[src/rtl/gcd_pkg.sv]
// ----------------------------------------------------------------------------
// gcd_pkg: shared constants for the great-circle distance pipeline
// Fixed-point constants, the CORDIC arctangent table and the format helpers.
// ----------------------------------------------------------------------------
package gcd_pkg;

  // Angle reduction constants, degrees with 17 fraction bits.
  localparam logic signed [27:0] DEG360_Q17 = 28'sd47185920;
  localparam logic [25:0] DEG90_Q17  = 26'd11796480;
  localparam logic [25:0] DEG180_Q17 = 26'd23592960;
  localparam logic [25:0] DEG270_Q17 = 26'd35389440;

  // pi/180 in Q32, the inverse CORDIC gain in Q30, twice the radius in Q16.
  localparam logic [26:0] PI_OVER_180_Q32 = 27'd74961321;
  localparam longint GAIN_INV_Q30 = 64'sd652032874;
  localparam logic [28:0] RADIUS2_Q16 = 29'd451401286;

  // Half the circumference in 1/256 nautical mile.
  localparam logic [21:0] DIST_MAX = 22'd2769741;

  // atan(2^-i) in Q30.
  localparam longint ATAN_Q30 [32] = '{
    843314857, 497837829, 263043837, 133525159, 67021687, 33543516,
    16775851, 8388437, 4194283, 2097149, 1048576, 524288, 262144,
    131072, 65536, 32768, 16384, 8192, 4096, 2048, 1024, 512, 256,
    128, 64, 32, 16, 8, 4, 2, 1, 0
  };

  // Rounds a Q30 value to f fraction bits, half up.
  function automatic longint q30_to_f(input longint v, input int f);
    return (v + (longint'(1) << (29 - f))) >>> (30 - f);
  endfunction

  // Arctangent table entry i, rounded to f fraction bits.
  function automatic longint atan_f(input int i, input int f);
    return q30_to_f(ATAN_Q30[i & 31], f);
  endfunction

endpackage

[src/rtl/gcd_sincos.sv]
// ----------------------------------------------------------------------------
// gcd_sincos: pipelined sine and cosine of an angle in degrees
// Reduces the angle to a quadrant and residue, converts it to radians and
// runs one rotation CORDIC iteration per register stage.
// ----------------------------------------------------------------------------
module gcd_sincos #(
  parameter int CORDIC_STAGES   = 16,
  parameter int ANGLE_FRAC_BITS = 16
) (
  input  logic                         clk,
  input  logic                         en,
  input  logic signed [25:0]           ang,
  output logic signed [ANGLE_FRAC_BITS+1:0] sin_out,
  output logic signed [ANGLE_FRAC_BITS+1:0] cos_out
);

  localparam int F  = ANGLE_FRAC_BITS;
  localparam int N  = CORDIC_STAGES;
  localparam int W  = F + 3;
  localparam int SH = 49 - F;
  localparam logic signed [W-1:0] X0  = W'(gcd_pkg::q30_to_f(gcd_pkg::GAIN_INV_Q30, F));
  localparam logic signed [W-1:0] ONE = W'(longint'(1) << F);

  logic signed [27:0] ang_w;
  logic [25:0] m0;
  logic [1:0]  q1, q2;
  logic [23:0] r1;
  logic [50:0] p2;
  logic signed [W-1:0] z_in;
  logic signed [W-1:0] xs [N];
  logic signed [W-1:0] ys [N];
  logic signed [W-1:0] zs [N];
  logic [1:0]          qs [N];
  logic signed [F+1:0] xc, yc;

  function automatic logic signed [F+1:0] clamp1(input logic signed [W-1:0] v);
    if (v > ONE) return (F+2)'(ONE);
    if (v < -ONE) return (F+2)'(-ONE);
    return (F+2)'(v);
  endfunction

  assign ang_w = 28'(ang);

  // Angle modulo 360 degrees, then quadrant and residue, then radians.
  always_ff @(posedge clk) begin
    if (en) begin
      m0 <= ang_w[27] ? 26'(ang_w + gcd_pkg::DEG360_Q17) : 26'(ang_w);
      if (m0 >= gcd_pkg::DEG270_Q17) begin
        q1 <= 2'd3;
        r1 <= 24'(m0 - gcd_pkg::DEG270_Q17);
      end else if (m0 >= gcd_pkg::DEG180_Q17) begin
        q1 <= 2'd2;
        r1 <= 24'(m0 - gcd_pkg::DEG180_Q17);
      end else if (m0 >= gcd_pkg::DEG90_Q17) begin
        q1 <= 2'd1;
        r1 <= 24'(m0 - gcd_pkg::DEG90_Q17);
      end else begin
        q1 <= 2'd0;
        r1 <= m0[23:0];
      end
      p2 <= 51'(r1) * 51'(gcd_pkg::PI_OVER_180_Q32);
      q2 <= q1;
    end
  end

  assign z_in = W'((52'(p2) + (52'd1 << (48 - F))) >> SH);

  for (genvar i = 0; i < N; i++) begin : g_rot
    localparam logic signed [W-1:0] AT = W'(gcd_pkg::atan_f(i, F));
    logic signed [W-1:0] xi, yi, zi;
    logic [1:0] qi;
    if (i == 0) begin : g_first
      assign xi = X0;
      assign yi = '0;
      assign zi = z_in;
      assign qi = q2;
    end else begin : g_next
      assign xi = xs[i-1];
      assign yi = ys[i-1];
      assign zi = zs[i-1];
      assign qi = qs[i-1];
    end
    always_ff @(posedge clk) begin
      if (en) begin
        if (zi >= 0) begin
          xs[i] <= xi - (yi >>> i);
          ys[i] <= yi + (xi >>> i);
          zs[i] <= zi - AT;
        end else begin
          xs[i] <= xi + (yi >>> i);
          ys[i] <= yi - (xi >>> i);
          zs[i] <= zi + AT;
        end
        qs[i] <= qi;
      end
    end
  end

  assign xc = clamp1(xs[N-1]);
  assign yc = clamp1(ys[N-1]);

  // Quadrant mapping of the first-quadrant result.
  always_ff @(posedge clk) begin
    if (en) begin
      case (qs[N-1])
        2'd0: begin
          cos_out <= xc;
          sin_out <= yc;
        end
        2'd1: begin
          cos_out <= -yc;
          sin_out <= xc;
        end
        2'd2: begin
          cos_out <= -xc;
          sin_out <= -yc;
        end
        default: begin
          cos_out <= yc;
          sin_out <= -xc;
        end
      endcase
    end
  end

endmodule

[config.mk]
export PLATFORM = sky130hd
export DESIGN_NAME = gcd_sincos
export DESIGN_NICKNAME = d
export VERILOG_FILES = /design/src/rtl/gcd_pkg.sv /design/src/rtl/gcd_sincos.sv
export SDC_FILE = /design/constraint.sdc
export NUM_CORES = 2
export LEC_CHECK = 0
export BUFFER_PORTS_ARGS = -buffer_cell sky130_fd_sc_hd__buf_2
export CORE_MARGIN = 2
export CORE_UTILIZATION = 54
export CTS_CLUSTER_DIAMETER = 100
export CTS_CLUSTER_SIZE = 30
export DETAILED_ROUTE_END_ITERATION = 16
export PLACE_DENSITY = 0.7
export REMOVE_ABC_BUFFERS = 1
export SETUP_SLACK_MARGIN = 0.05
export SLEW_MARGIN = 20
export SYNTH_ARGS = -nofsm -noshare
export SYNTH_HDL_FRONTEND = slang
export SYNTH_SLANG_ARGS = --single-unit
export TNS_END_PERCENT = 50
[constraint.sdc]
create_clock -name clk -period 9.8 [get_ports clk]
set_input_delay 0.98 -clock clk [delete_from_list [all_inputs] [get_ports clk]]
set_output_delay 0.98 -clock clk [all_outputs]
set_load 0.005 [all_outputs]
==> impl_metrics.toml <==
[die]
top_level_ports = 64
dieHeight_um = 385
die_w_um = 385
core_um2 = 144000
initial_core_util_pct = 54.5
dieArea_um2 = 148000
placementRows = 139

[cts]
numCtsBuffers = 45
cts_tree = "built"
post_cts_buffers = 0
clock-sinks = 955
hold_buffers = 0
post_cts_resized = 0
root_buffer = "clkbuf_16"
cts_max_level = 2
clockBufferDepth = 3
clkTransAtPathRegs_ps = 110
clk_latency_ps = 700

[worst_setup_path]
cp-start-kind = "flop"
crit_type = "flop to flop"
crit_fanout = 9
crit_path_end_kind = "flop"
worst_ep_required_time_ps = 10230
critPathLaunch = "r1[13]$_DFFE_PP_"
worstPathArrival_ps = 8290
r2r_start = "r1[13]$_DFFE_PP_"

[detailed_routing]
vias_per_cell = 5.73
wl_per_cell_um = 18.4
drt_iter0_drc = 3701
routed_wl_um = 176000
routed-via-count = 54800
drt_first_pass_iters = 6
ant_nets = 0
drc_errors = 0

[timing]
skew_ps = 47.4
min_period_ps = 7870
grt_setup_unrepaired = "no"
relSlewSlack_pct = 28.9
setup_tns_ps = 0
timing_worst_slew_pin_value_ps = 1060
period_share_pct = 80.3
slew_viol_final = 0
setup_viol = 0
fmax_ghz = 0.127
setup_slack_ps = 1930
hold_violations = 0

[hold_path]
min_from = "qs[0][12]$_DFFE_PP_"
hold_path.class = "flop to flop"

[synthesis]
syn-cell-area_um2 = 78400
yosysMostFrequentCell = "ha_1"
synth_edf_count = 955
async_flop_share_pct = 0
synth_area_leaders = "edfxtp_1 37%, ha_1 16%, fa_1 7.1%"
yosys-top-cells-count = "1025 x ha_1, 955 x edfxtp_1, 736 x inv_1"
synth_top_area_share_pct = 36.6
ys_seq_area_share_pct = 36.6
yosys_warnings = 0
ys_ff_latch = 955
synth_cell_types = 88
avgSynthCellArea_um2 = 10.3
ys.flop_type = "edfxtp_1"
yosys.area.top_type = "edfxtp_1"
synthCells = 7592

[global_routing]
grt_pass1_vias = 53900
antenna_found_initial = 2
grt_overflow_total = 0
grt_use_total_pct = 23.7
grt_pass1_wl_um = 283000
grt_max_degree = 136

[finish]
drive_gt1_share_pct = 3.61
area_growth_pct = 5.23
antenna_cells = 0
fin_nets = 8957
fin_area_um2 = 82500

[place]
dpl_cell_area_um2 = 81000
place.detailed.hpwl_um = 141000
port_buffers = 63
gp_congestion = 0.935
pre_cts_slack_ps = 2000

[run_status]
status = "finished, final reports clean"

[flow_run]
max_cap_violations = 0
-- kinds of logic after synthesis --
family / Yosys count / synth area share, %
buf+inv: 853 / 4.11
fa+ha+maj: 1302 / 23.4
compound gates: 1733 / 14.1
mux: 60 / 1.04
other cells: 2 / 0.00957
flops: 955 / 36.6
xor+xnor: 862 / 9.64
simple gates: 1825 / 11.1
-- routing by layer --
metal | vias up | GRT usage (%) | share of wire, %
li1 | 27300 | - | -
met1 | 26300 | 31.8 | 45
met2 | 1010 | 41.1 | 48
met3 | 209 | 2.14 | 3.8
met4 | 0 | 6.37 | 2.7
met5 | - | 0 | 0
-- critical path, cell delays in order, from the launching register on --
cell and delay [ps]:
edfxtp_1 680, fa_1 700, inv_1 110, fa_1 510
inv_1 60, fa_1 540, fa_1 440, fa_1 520
fa_1 540, inv_1 50, fa_1 550, inv_1 50
ha_1 290, a21oi_1 160, nor2_1 80, a211o_1 350
a2111oi_2 700, or3_1 250, a31o_2 200, o21ai_1 120
a21oi_1 350, nor3_1 100, a311o_1 270
-- placed cells by master, fill, tap and decap left out, drive strengths merged, types with 89 or more instances in the layout --
cell type / count
nand2: 459
xnor2: 593
inv: 749
nor2: 511
nand3: 163
buf: 99
xor2: 268
and3: 89
o21bai: 174
ha: 1025
a21o: 207
nor2b: 89
o21ai: 283
or3: 89
a21oi: 597
edfxtp: 955
fa: 277
nor3: 157
-- final timing paths --
check                           slack, ps  cells after the start                   to
worst max-delay path                 1930                     22     p2[45]$_DFFE_PP_
worst max register to register       1930                     22     p2[45]$_DFFE_PP_
worst min-delay path                  420                      0  qs[0][14]$_DFFE_PP_
worst min register to register        420                      0  qs[0][14]$_DFFE_PP_
-- final cells by class --
| class | instances | area (um^2) |
|---|---|---|
| well taps | 1903 | 2380 |
| clock buffers | 47 | 1150 |
| repair buffers | 99 | 612 |
| multi-input cells | 5785 | 46600 |
| inverters | 741 | 2780 |
| clock inverters | 27 | 379 |
| flip-flops and latches | 955 | 28700 |
| fillers | 12200 | 61300 |
-- metrics by stage --
stage / util (%) / cells / hold slack [ps]
after floorplan: - / 7481 / 400
after global placement: 56.3 / 9483 / 401
after detailed placement: 56.3 / 9483 / 405
after CTS: 57.4 / 9557 / 422
after global routing: 57.4 / 9557 / 430
final: 57.4 / 9557 / 420
-- registers in the layout, summed over array words and instances, names as in the netlist --
name	cells
p2	19
zs	249
qs	32
g_rot.qi	2
r1	24
sin_out	18
m0	26
q1	2
ys	283
cos_out	18
xs	282
Power is not shown: default switching activity piles up to over one toggle a cycle in this logic, so the estimate is an artifact.
